==> config.mk <==
export PLATFORM = sky130hd
export DESIGN_NAME = tepa_front
export DESIGN_NICKNAME = d
export VERILOG_FILES = /design/src/rtl/tepa_pkg.sv /design/src/rtl/tepa_front.sv
export SDC_FILE = /design/constraint.sdc
export NUM_CORES = 1
export LEC_CHECK = 0
export BUFFER_PORTS_ARGS = -buffer_cell sky130_fd_sc_hd__buf_2
export CELL_PAD_IN_SITES_DETAIL_PLACEMENT = 0
export CELL_PAD_IN_SITES_GLOBAL_PLACEMENT = 1
export CORE_UTILIZATION = 43
export DETAILED_ROUTE_END_ITERATION = 6
export GPL_ROUTABILITY_DRIVEN = 0
export PLACE_DENSITY_LB_ADDON = 0.1
export SYNTH_ARGS = -nofsm -noshare
export SYNTH_HDL_FRONTEND = slang
export SYNTH_SLANG_ARGS = --single-unit
==> constraint.sdc <==
create_clock -name clk -period 2.6 [get_ports clk]
set_input_delay 0.39 -clock clk [delete_from_list [all_inputs] [get_ports clk]]
set_output_delay 0.39 -clock clk [all_outputs]
set_load 0.02 [all_outputs]
==> src/rtl/tepa_pkg.sv <==
package tepa_pkg;

    // Fixed field widths of the request and response transfers
    localparam int PAGE_CNT_W  = 11;
    localparam int TAG_FIELD_W = 16;
    localparam int BASE_W      = 16;
    localparam int STATUS_W    = 2;
    localparam int APB_ADDR_W  = 3;
    localparam int APB_DATA_W  = 32;

    // Defaults for the top-level parameters
    localparam int DEF_MAX_PAGES  = 1024;
    localparam int DEF_PAGE_WORDS = 64;
    localparam int DEF_TAG_BITS   = 16;

    // Register index (paddr word bit)
    localparam logic REG_POOL_PAGES = 1'b0;

    // Request action codes
    localparam logic ACT_ALLOC = 1'b0;
    localparam logic ACT_FREE  = 1'b1;

    typedef enum logic [STATUS_W-1:0] {
        ST_OK      = 2'd0,
        ST_NO_ROOM = 2'd1,
        ST_BAD_TAG = 2'd2
    } status_t;

    typedef struct packed {
        logic                   is_free;
        logic [PAGE_CNT_W-1:0]  pages;
        logic                   at_head;
        logic [TAG_FIELD_W-1:0] tag;
    } req_t;

    typedef struct packed {
        logic                  load;
        logic [PAGE_CNT_W-1:0] load_pages;
        logic [PAGE_CNT_W-1:0] pages;
    } cfg_t;

endpackage

==> src/rtl/tepa_front.sv <==
module tepa_front (
    input  logic                                 clk,
    input  logic                                 rst_n,
    input  logic                                 in_valid,
    output logic                                 in_stall,
    input  logic                                 action,
    input  logic [tepa_pkg::PAGE_CNT_W-1:0]      page_count,
    input  logic                                 at_head,
    input  logic [tepa_pkg::TAG_FIELD_W-1:0]     client_tag,
    output tepa_pkg::req_t                       head_item,
    output logic                                 head_valid,
    input  logic                                 pop
);
    import tepa_pkg::*;

    req_t       entries_reg [2];
    logic       wr_ptr_reg;
    logic       wr_ptr_next;
    logic       rd_ptr_reg;
    logic       rd_ptr_next;
    logic [1:0] count_reg;
    logic [1:0] count_next;
    logic       push;
    logic       do_pop;
    req_t       in_item;

    assign in_stall   = (count_reg == 2'd2);
    assign push       = in_valid && !in_stall;
    assign head_valid = (count_reg != 2'd0);
    assign do_pop     = pop && head_valid;
    assign head_item  = entries_reg[rd_ptr_reg];

    always_comb
    begin
        in_item.is_free = (action == ACT_FREE);
        in_item.pages   = page_count;
        in_item.at_head = at_head;
        in_item.tag     = client_tag;
        wr_ptr_next     = push ? !wr_ptr_reg : wr_ptr_reg;
        rd_ptr_next     = do_pop ? !rd_ptr_reg : rd_ptr_reg;
        count_next      = count_reg;
        if (push && !do_pop)
        begin
            count_next = count_reg + 2'd1;
        end
        else if (!push && do_pop)
        begin
            count_next = count_reg - 2'd1;
        end
    end

    always_ff @(posedge clk)
    begin
        if (push)
        begin
            entries_reg[wr_ptr_reg] <= in_item;
        end
    end

    always_ff @(posedge clk or negedge rst_n)
    begin
        if (!rst_n)
        begin
            wr_ptr_reg <= 1'b0;
            rd_ptr_reg <= 1'b0;
            count_reg  <= 2'd0;
        end
        else
        begin
            wr_ptr_reg <= wr_ptr_next;
            rd_ptr_reg <= rd_ptr_next;
            count_reg  <= count_next;
        end
    end

endmodule

## After elaboration in Yosys (flattened, before gate mapping)

Memories as Yosys holds them, arrays and structs flattened.
Cells that the tools add are included.

- Register bits after elaboration: 4
- Bits in writable memories: 58
- Input port bits: 33
- Output and inout bits: 31
- Word-level logic and storage cells: 22
- Memories: 1

Memory list:

| memory | words | width | rd ports | clocked after Yosys merged registers in | wr ports | RTL line | text |
|---|---|---|---|---|---|---|---|
| entries_reg | 2 | 29 | 1 | 0 | 1 | tepa_front.sv:16 | `req_t entries_reg [2];` |

- Add/sub/neg operators: 2
- Eq/ne operators: 1
- Mux-type cells: 4
- Reductions and logical operators: 11

Operators by type and width:

| kind | number |
|---|---|
| $logic_not A1 Y1 | 5 |
| $logic_and A1 B1 Y1 | 4 |
| $mux W2 | 2 |
| $reduce_bool A2 Y1 | 2 |
| $add A2 B1 Y2 const B | 1 |
| $eq A2 B2 Y1 const B | 1 |
| $mux W1 | 2 |
| $sub A2 B1 Y2 const B | 1 |

## Longest topological paths before layout

Gate-level depths: netlist (run 1).

- Depth in word-level cells: 7
- Gate-level depth with buffers: 7
- Mapped depth without buffers: 7

## Worst setup path after synthesis (run 1)

OpenSTA, ideal clock, no wires.

- Path type: register to register
- Start: reg count_reg[0]
- End: mem entries_reg[0][0] in the netlist's numbering (enable)
- Setup time: 415 ps
- Arrival: 1,862 ps
- Required time: 2,185 ps
- Setup slack: 323 ps
- Cell stages (with the launch flop): 4
- Path buffers: 0
- Clock period less this slack: 2,277 ps
- Path through: dfrtp_1 > nand2b_1 > nand2_1 > nor2_1

- Word-level cells in the longest chain between the ends: 5

RTL lines:

| element | RTL line | text |
|---|---|---|
| start, declared | tepa_front.sv:21 | `logic [1:0] count_reg;` |
| start signal, assigned | tepa_front.sv:72 | `count_reg <= count_next;` |
| $eq A2 B2 Y1 | tepa_front.sv:27 | `assign in_stall = (count_reg == 2'd2);` |
| $logic_not A1 Y1 | tepa_front.sv:28 | `assign push = in_valid && !in_stall;` |
| $logic_and A1 B1 Y1 | tepa_front.sv:28 |  |
| $mux W1 | tepa_front.sv:54 | `if (push)` |
| $mux W1 (not written as such) | tepa_front.sv:56 | `entries_reg[wr_ptr_reg] <= in_item;` |
| end, declared | tepa_front.sv:16 |  |

Every way passes these cells.

==> results.ini, run 1 <==
[outcome]
status = finished, final reports clean

[sta]
slew_headroom_pct = 73.3
tightest_slew_ns = 0.400
period_needed_ns = 1.96
fin_worst_skew_ns = 0.00304
max_freq_mhz = 511
tns_ns = 0
finalCritPeriodShare_pct = 75.3
slew_viol_final = 0
hold_viol = 0
rsz0062_at_grt = no
setup_violations = 0

[yosys]
postSynthCellCount = 109
ys_seq_elements = 62
avgSynthCellArea_um2 = 21.2
synth_area_mm2 = 0.00231
ys_types = 14
yosysSeqAreaShare_pct = 79.7
yosys_warnings = 0
synth_nets = 143

[routing]
drtAntennaViolNets = 0
via_per_inst = 4.54
drc = 0
drt_wl_total_mm = 3.66
drtIter0Drc = 38
num_vias = 1177
dr.pass1.iters = 4
avgRoutedWirePerCell_um = 14.1

[place]
place_hpwl_mm = 2.34
place_inst = 242
port_buffers = 63

[setup_path]
crit_path_start = rd_ptr_reg
crit_buf_inv = 2
path_depth = 3
cp_cell_sequence = buf_4 > mux2_2 > buf_2
start_kind = flop
worstPathMaxFanout = 30
rrSetupSlack_ns = 1.03
cp.required_ns = 2.21
cp.arrival_ns = 1.57
critPathCaptureType = output pin
reg2reg_to = count_reg[1]
crit_path_max_incr_delay_ns = 0.39
critical_path_class = flop to output pin
reg2reg_depth = 6
worstReg2RegStart = count_reg[0]
crit_family = buffers and inverters
worst_path_max_delay_cell = mux2_2

[die]
die_area_mm2 = 0.00567
die_w_um = 75.3
core_mm2 = 0.00514
initial_core_util_pct = 44.9
fp.dieH_um = 75.3
ios = 64
rows = 26

[global_routing]
overflow = 0
grt_max_degree = 31
antenna_found_initial = 0
grt_pass1_wl_mm = 5.38
grt_pass1_vias = 1183
grt_use_total_pct = 14.2

[cells_and_area]
final_cell_mix = buf_2 (63), edfxtp_1 (58), mux2_2 (29), clkbuf_8 (9), dfrtp_1 (4)
syn2layout_area_growth_pct = 26.6
area.sequential_mm2 = 0.00184
multi_input_area_um2 = 434
drive_gt1_share_pct = 58.7
final_common_cell = buf_2
largest_reg_flops = 58
nFillCells = 447
fin_nets = 218
final_cells = 259
diodes = 0

[clock_tree]
numCtsBuffers = 9
cts-htree-levels = 3
cts_tree = done
cts_setup_buffers = 0
cts.reportedPaths.clkPinSlew_ns = 0.06
clock-root-buffer = clkbuf_8
cts_buffer_depth = 2
insertion_delay_ns = 0.33
cts.sinks = 62

[min_path]
worstHoldPathCells = 1
hp-class = primary input to flop
hold_end = entries_reg[1][18]
hold_start = page_count[1]

[power_and_ir_drop]
total_power_uw = 3460
p_leak_uw = 0.00113
power.density_mw_per_mm2 = 1180
vdd_drop_max_v = 0.000671

[job]
cap_violations = 0

-- cell families (layout without fill, tap and decap cells) --
kind of cell / after synthesis / in the layout / synth area share, %
and+or+nand+nor: 7 / 7 / 1.90
DFF: 62 / 62 / 79.7
xor gates and xnor gates: 5 / 5 / 1.90
muxes: 29 / 29 / 14.1
buffers and inverters: 5 / 85 / 1.79
adders and majority gates: 1 / 1 / 0.542
-- power by group --
group / internal [µW] / switching [µW] / total [µW] / leakage, µW
sequential: 1370 / 67.2 / 1440 / 0.000585
combinational: 467 / 687 / 1150 / 0.000444
clock: 534 / 336 / 869 / 0.000105
total: 2370 / 1090 / 3460 / 0.00113
-- Yosys cell counts, drive strengths merged --
cell | count | area share (%)
inv | 2 | 0.33
xor2 | 2 | 0.76
xnor2 | 3 | 1.1
or2 | 1 | 0.38
edfxtp | 58 | 75
nand2b | 1 | 0.27
dfrtp | 4 | 4.3
and3 | 1 | 0.27
buf | 3 | 1.5
nor2 | 2 | 0.33
mux2 | 29 | 14
ha | 1 | 0.54
nand2 | 2 | 0.65
-- timing repair --
action | CTS | global route
hold buffers | 1 | 0
hold endpoints to repair | 4 | 0
resized for setup | 0 | 0
-- per-layer routing --
layer  vias up  track usage [%]  share of wire [%]
li1        571                -                  -
met1       553             15.2                 40
met2        42             22.9                 51
met3        11             5.56                6.7
met4         0             10.5                2.7
met5         -                0                  0
-- worst max-delay path by stage --
stage	to	slack, ns
after floorplan	entries_reg[0][0]	0.32
after global placement	head_item[15]	0.98
after detailed placement	head_item[10]	0.97
after CTS	head_item[10]	0.60
after global routing	head_item[10]	0.55
final	head_item[10]	0.64
-- per-stage QoR --
stage	utilization, %	area, µm²	setup slack [ns]	hold slack, ns
6_report	56.9	2920	0.642	0.247
5_1_grt	56.9	2920	0.548	0.229
4_1_cts	56.9	2920	0.599	0.232
3_5_place_dp	52.7	2710	0.968	0.202
3_3_place_gp	52.7	2710	0.981	0.199
2_1_floorplan	-	2310	0.323	0.0944
-- worst register-to-register path, stage by stage (launching register included) --
cell and delay [ns]:
dfrtp_1 0.42, nand2b_1 0.19, nand2_1 0.17, inv_1 0.07, ha_1 0.32, nor2_1 0.17, xor2_1 0.16
-- final cells by class --
cell class | count | area share, %
clock inverters | 5 | 2.52
clock buffers | 11 | 4.49
well taps | 70 | 3.00
multi-input cells | 42 | 14.8
repair buffers | 67 | 11.9
inverters | 2 | 0.257
flip-flops and latches | 62 | 63.0
(Power assumes the default switching activity.)
==> inputs of run 2 (changes only) <==
- ABC_AREA: unset -> 1
- CORE_UTILIZATION: 43 -> 36
- clock period: 2.6 -> 1.75 ns (I/O delays scaled with it)
==> run 2 against run 1 <==
Combinational power rose by 74%; flip-flop and latch count is the same; largest power group unchanged; via count grew 24%; routed wire length rose by 12%.
==> results.ini, run 2 <==
[cells_and_area]
drive_gt1_share_pct = 34.0
diodes = 0
fin_nets = 291
final_cell_mix = nand2_1 (95), buf_2 (63), edfxtp_1 (58), clkbuf_8 (9), inv_1 (6)
largest_reg_flops = 58
nFillCells = 588
syn2layout_area_growth_pct = 27.7
multi_input_area_um2 = 447
final_common_cell = nand2_1
finalInstanceArea_mm2 = 0.00299
post-route-util_pct = 47.3
area.sequential_mm2 = 0.00184

[clock_tree]
cts.sinks = 62
cts-htree-levels = 3
cts_tree = done
cts_buffer_depth = 2
cts.reportedPaths.clkPinSlew_ns = 0.07
cts_setup_buffers = 0
clock-root-buffer = clkbuf_8
numCtsBuffers = 9
insertion_delay_ns = 0.33

[setup_path]
cp.required_ns = 1.49
worstPathMaxFanout = 18
cp_cell_sequence = inv_4 > buf_12 > nand2_1 > nand2_1 > buf_2
path_common_cell = nand2_1
endpoint = head_item[25]
rrSetupSlack_ns = 0.35
crit_path_start = rd_ptr_reg
cp.arrival_ns = 1.38
worst_path_max_delay_cell = dfrtp_1
worstReg2RegStart = count_reg[1]
reg2reg_depth = 4
reg2reg_to = entries_reg[1][7]
path_depth = 5
start_kind = flop
critical_path_class = flop to output pin
crit_family = buffers and inverters
crit_path_max_incr_delay_ns = 0.42
crit_buf_inv = 3
critPathCaptureType = output pin

[die]
die_w_um = 82.6
core_mm2 = 0.00631
initial_core_util_pct = 37.1
rows = 29
die_area_mm2 = 0.00683
ios = 64
fp.dieH_um = 82.6

[global_routing]
grt_use_total_pct = 13.4
overflow = 0
grt_max_degree = 31
grt_pass1_wl_mm = 6.21
grt_pass1_vias = 1361
antenna_found_initial = 0

[power_and_ir_drop]
vdd_drop_max_v = 0.000924
p_leak_uw = 0.00133
power.density_mw_per_mm2 = 1760

[sta]
hold_viol = 0
period_needed_ns = 1.64
tns_ns = 0
tightest_slew_ns = 0.410
max_freq_mhz = 610
slew_headroom_pct = 72.4
slew_viol_final = 0
setup_violations = 0
finalCritPeriodShare_pct = 93.8
fin_worst_skew_ns = 0.00410
rsz0062_at_grt = no

[place]
port_buffers = 63
place_hpwl_mm = 2.67
placed_cell_area_mm2 = 0.00279

[yosys]
ys_seq_elements = 62
yosys_warnings = 0
synth_area_leader_cell = edfxtp_1
synth-edff-count = 58
ys_types = 15
async_flop_share_pct = 6.45
postSynthCellCount = 183
synth_most_common_cell = nand2_1
ys_top_cells_by_count = nand2_1 (95), edfxtp_1 (58), buf_2 (6), inv_1 (6), dfrtp_1 (4)
synth_area_mm2 = 0.00234
avgSynthCellArea_um2 = 12.8
yosysSeqAreaShare_pct = 78.7
synth_top_area_share_pct = 74.4
ys.flop_type = edfxtp_1
synth_area_leaders = edfxtp_1 (74%), nand2_1 (15%), dfrtp_1 (4.3%), buf_2 (1.3%), inv_1 (0.96%)
synth_nets = 217

[routing]
via_per_inst = 4.31
drtAntennaViolNets = 0
num_vias = 1462
drc = 0
dr.pass1.iters = 4
avgRoutedWirePerCell_um = 12.1
drtIter0Drc = 31
drt_wl_total_mm = 4.09

[job]
cap_violations = 0

[min_path]
hp-class = primary input to flop
hold_start = client_tag[1]

[outcome]
status = finished, final reports clean

==> run 2: cell count changes in the layout (fill, tap and decap cells not counted), moves of 3 or more <==
| cell | delta |
|---|---|
| inv_1 | +4 |
| nand2_2 | +3 |
| mux2_2 | -29 |
| nand2_1 | +94 |
==> run 2: worst min path at each step <==
stage	endpoint	slack [ns]	cells after the start
after detailed placement	count_reg[0]	0.08	1
final	entries_reg[0][1]	0.12	1
after global placement	count_reg[0]	0.08	1
after global routing	entries_reg[1][1]	0.09	1
after CTS	entries_reg[0][1]	0.10	1
after floorplan	count_reg[0]	-0.03	0
==> run 2: final cells by class <==
type | instances | area share (%)
Sequential cell | 62 | 61.6
Multi-Input combinational cell | 107 | 14.9
Timing Repair Buffer | 69 | 13.1
Clock buffer | 10 | 4.27
Tap cell | 77 | 3.22
Clock inverter | 6 | 1.76
Inverter | 8 | 1.09
==> run 2: power by group <==
part           leakage (µW)  internal, µW  switching (µW)
clock network     0.0000949           640             498
registers          0.000588          2030            98.7
logic              0.000644           629            1370
==> run 2: repair_timing <==
item                                    in CTS  in global routing
endpoints found under the setup margin       0                 15
gates resized for setup                      0                  2
hold buffers                                 1                  0
endpoints found under the hold margin        4                  0
==> run 2: per-stage QoR <==
| stage | setup slack (ns) | std cells | total power [µW] | hold WS (ns) |
|---|---|---|---|---|
| after detailed placement | 0.346 | 322 | 4170 | 0.0815 |
| final | 0.109 | 339 | 5260 | 0.118 |
| after global placement | 0.352 | 322 | 4160 | 0.0793 |
| after CTS | 0.00681 | 339 | 5330 | 0.101 |
| after floorplan | 0.0666 | 183 | 3450 | -0.0331 |
| after global routing | 0.0222 | 339 | 5630 | 0.0948 |
==> run 2: logic make-up after synthesis <==
kind of cell / share of synthesized area [%]
adder cells (fa/ha/maj): 0.534
XOR/XNOR: 0.374
flip-flops: 78.7
buffers and inverters: 2.57
AO/OA/AOI/OAI: 0.214
AND/OR/NAND/NOR: 17.6
==> run 2: worst register-to-register path, stage by stage (launching register included) <==
cell	delay (ns)
dfrtp_1	0.37
inv_1	0.12
o21ai_0	0.17
nor2_4	0.12
buf_4	0.29
==> run 2: per-layer routing <==
metal / part of all wire [%] / GRT usage [%]
met1: 43 / 15.6
met2: 49 / 20.7
met3: 5.9 / 4.29
met4: 1.8 / 9.66
met5: 0 / 0
==> inputs of run 3 (changes only) <==
- CORE_MARGIN: unset -> 1
- clock period: 1.75 -> 1.41 ns (I/O delays scaled with it)
==> run 3 against run 2 <==
Non-clock buffer count up 8; routed wire length up 17%; clock skew up 0.0021 ns; global-route usage up 1.3 points; cell count up 1.8%; the run now ends with negative setup slack left; critical path depth unchanged; largest cell class unchanged.
==> results.ini, run 3 (synthesis results as in run 2) <==
[outcome]
status = complete, but fails checks
violations = negative setup slack

[die]
die_w_um = 82.6
ios = 64
initial_core_util_pct = 37.1
core_mm2 = 0.00631
fp.dieH_um = 82.6
die_area_mm2 = 0.00683
rows = 29

[clock_tree]
insertion_delay_ns = 0.33
cts_buffer_depth = 2
cts_tree = done
cts.reportedPaths.clkPinSlew_ns = 0.07
cts-htree-levels = 3
clock-root-buffer = clkbuf_8
cts.sinks = 62
numCtsBuffers = 9

[setup_path]
worstPathMaxFanout = 6
cp.required_ns = 1.20
start_kind = flop
crit_path_start = rd_ptr_reg
critPathCaptureType = output pin
cp.arrival_ns = 1.30
critical_path_class = flop to output pin
worstReg2RegStart = count_reg[0]

[cells_and_area]
final_common_cell = edfxtp_1
syn2layout_area_growth_pct = 48.3
drive_gt1_share_pct = 58.6
nFillCells = 543
diodes = 0
final_cell_mix = edfxtp_1 (58), nand2_2 (55), nand2_1 (37), buf_6 (34), buf_2 (34)
fin_nets = 299
largest_reg_flops = 58
final_cells = 345

[routing]
num_vias = 1553
drtAntennaViolNets = 0
dr.pass1.iters = 4
via_per_inst = 4.50
drt_wl_total_mm = 4.77
drc = 0
avgRoutedWirePerCell_um = 13.8
drtIter0Drc = 38

[sta]
period_needed_ns = 1.52
hold_viol = 0
rsz0062_at_grt = yes
tns_ns = -2.29
finalCritPeriodShare_pct = 108
slew_viol_final = 0
final.setup.worst_slack_ns = -0.106
slew_headroom_pct = 80.8
fin_worst_skew_ns = 0.00616
tightest_slew_ns = 0.286
setup_violations = 29
max_freq_mhz = 660

[min_path]
hp-class = primary input to flop
hold_start = client_tag[0]

[power_and_ir_drop]
p_sw_uw = 2900
p_clk_share_pct = 17.6
power.density_mw_per_mm2 = 2290
vdd_drop_max_v = 0.00143
p_leak_uw = 0.00145
switching_share_pct = 36.4
comb_power_share_pct = 48.3
total_power_uw = 7950
cellInternalPower_uw = 5050
pwr-share-seq_pct = 34.1

[global_routing]
overflow = 0
grt_max_degree = 26
antenna_found_initial = 0
grt_use_total_pct = 14.7
grt_pass1_vias = 1480
grt_pass1_wl_mm = 6.82

[job]
cap_violations = 0

[place]
place_inst = 325
place_hpwl_mm = 2.87
port_buffers = 63

[run 3: cell types whose count changed in the layout (fill, tap and decap cells not counted), moves of 6 or more]
cell | previous run | this run
buf_6 | 1 | 34
nand2_2 | 3 | 55
buf_2 | 63 | 34
nand2_1 | 95 | 37
nand2_4 | 0 | 6
[run 3: path summary, 6_finish.rpt]
kind	to	slack [ns]	cells past startpoint
hold / removal	entries_reg[1][0]	0.07	1
max in group asynchronous	rd_ptr_reg	1.06	2
setup reg to reg	count_reg[1]	0.11	8
hold reg to reg	count_reg[1]	0.50	2
min in group asynchronous	count_reg[0]	0.21	2
setup / recovery	head_item[9]	-0.11	5
[run 3: worst max-delay path: stages (launching register included)]
cell       delay, ns
dfrtp_2         0.42
clkinv_4        0.13
clkbuf_16       0.18
nand2_2         0.06
nand2_2         0.06
buf_6           0.13
[run 3: final cells by class]
class	count	area [µm²]	share of cell area [%]
Clock buffer	12	135	3.89
Tap cell	77	96.3	2.77
Timing Repair Buffer	77	696	20.0
Sequential cell	62	1840	53.1
Inverter	8	38.8	1.12
Multi-Input combinational cell	107	627	18.1
Clock inverter	2	35.0	1.01
[run 3: what timing repair did]
action,CTS,global route
hold buffers,1,0
gates resized for setup,53,77
setup buffers,1,0
endpoints found under the setup margin,29,29
pin swaps,0,21
cloned,0,4
hold endpoints to repair,4,0
[run 3: metrics by stage]
stage          utilization [%]  hold slack [ns]  worst slack (ns)  area [µm²]
5_1_grt                   55.0           0.0583            -0.164        3470
6_report                  55.0           0.0739            -0.106        3470
4_1_cts                   50.5           0.0528           -0.0942        3190
2_1_floorplan                -          -0.0841            -0.107        2360
3_3_place_gp              44.9           0.0324             0.118        2840
3_5_place_dp              44.9           0.0298             0.110        2840
[run 3: per-layer routing]
metal / wire [µm] / global-route usage (%)
met5: 0 / 0
met2: 2460 / 24.0
met3: 189 / 3.63
met1: 2040 / 16.8
met4: 89 / 10.5
[run 3: power by group through the flow]
stage / logic, µW / registers (µW) / clock network [µW]
after floorplan: 1640 / 2670 / 0
after global placement: 2610 / 2680 / 0
after detailed placement: 2620 / 2690 / 0
after CTS: 3180 / 2660 / 1440
after global routing: 4160 / 2750 / 1520
final: 3840 / 2710 / 1400
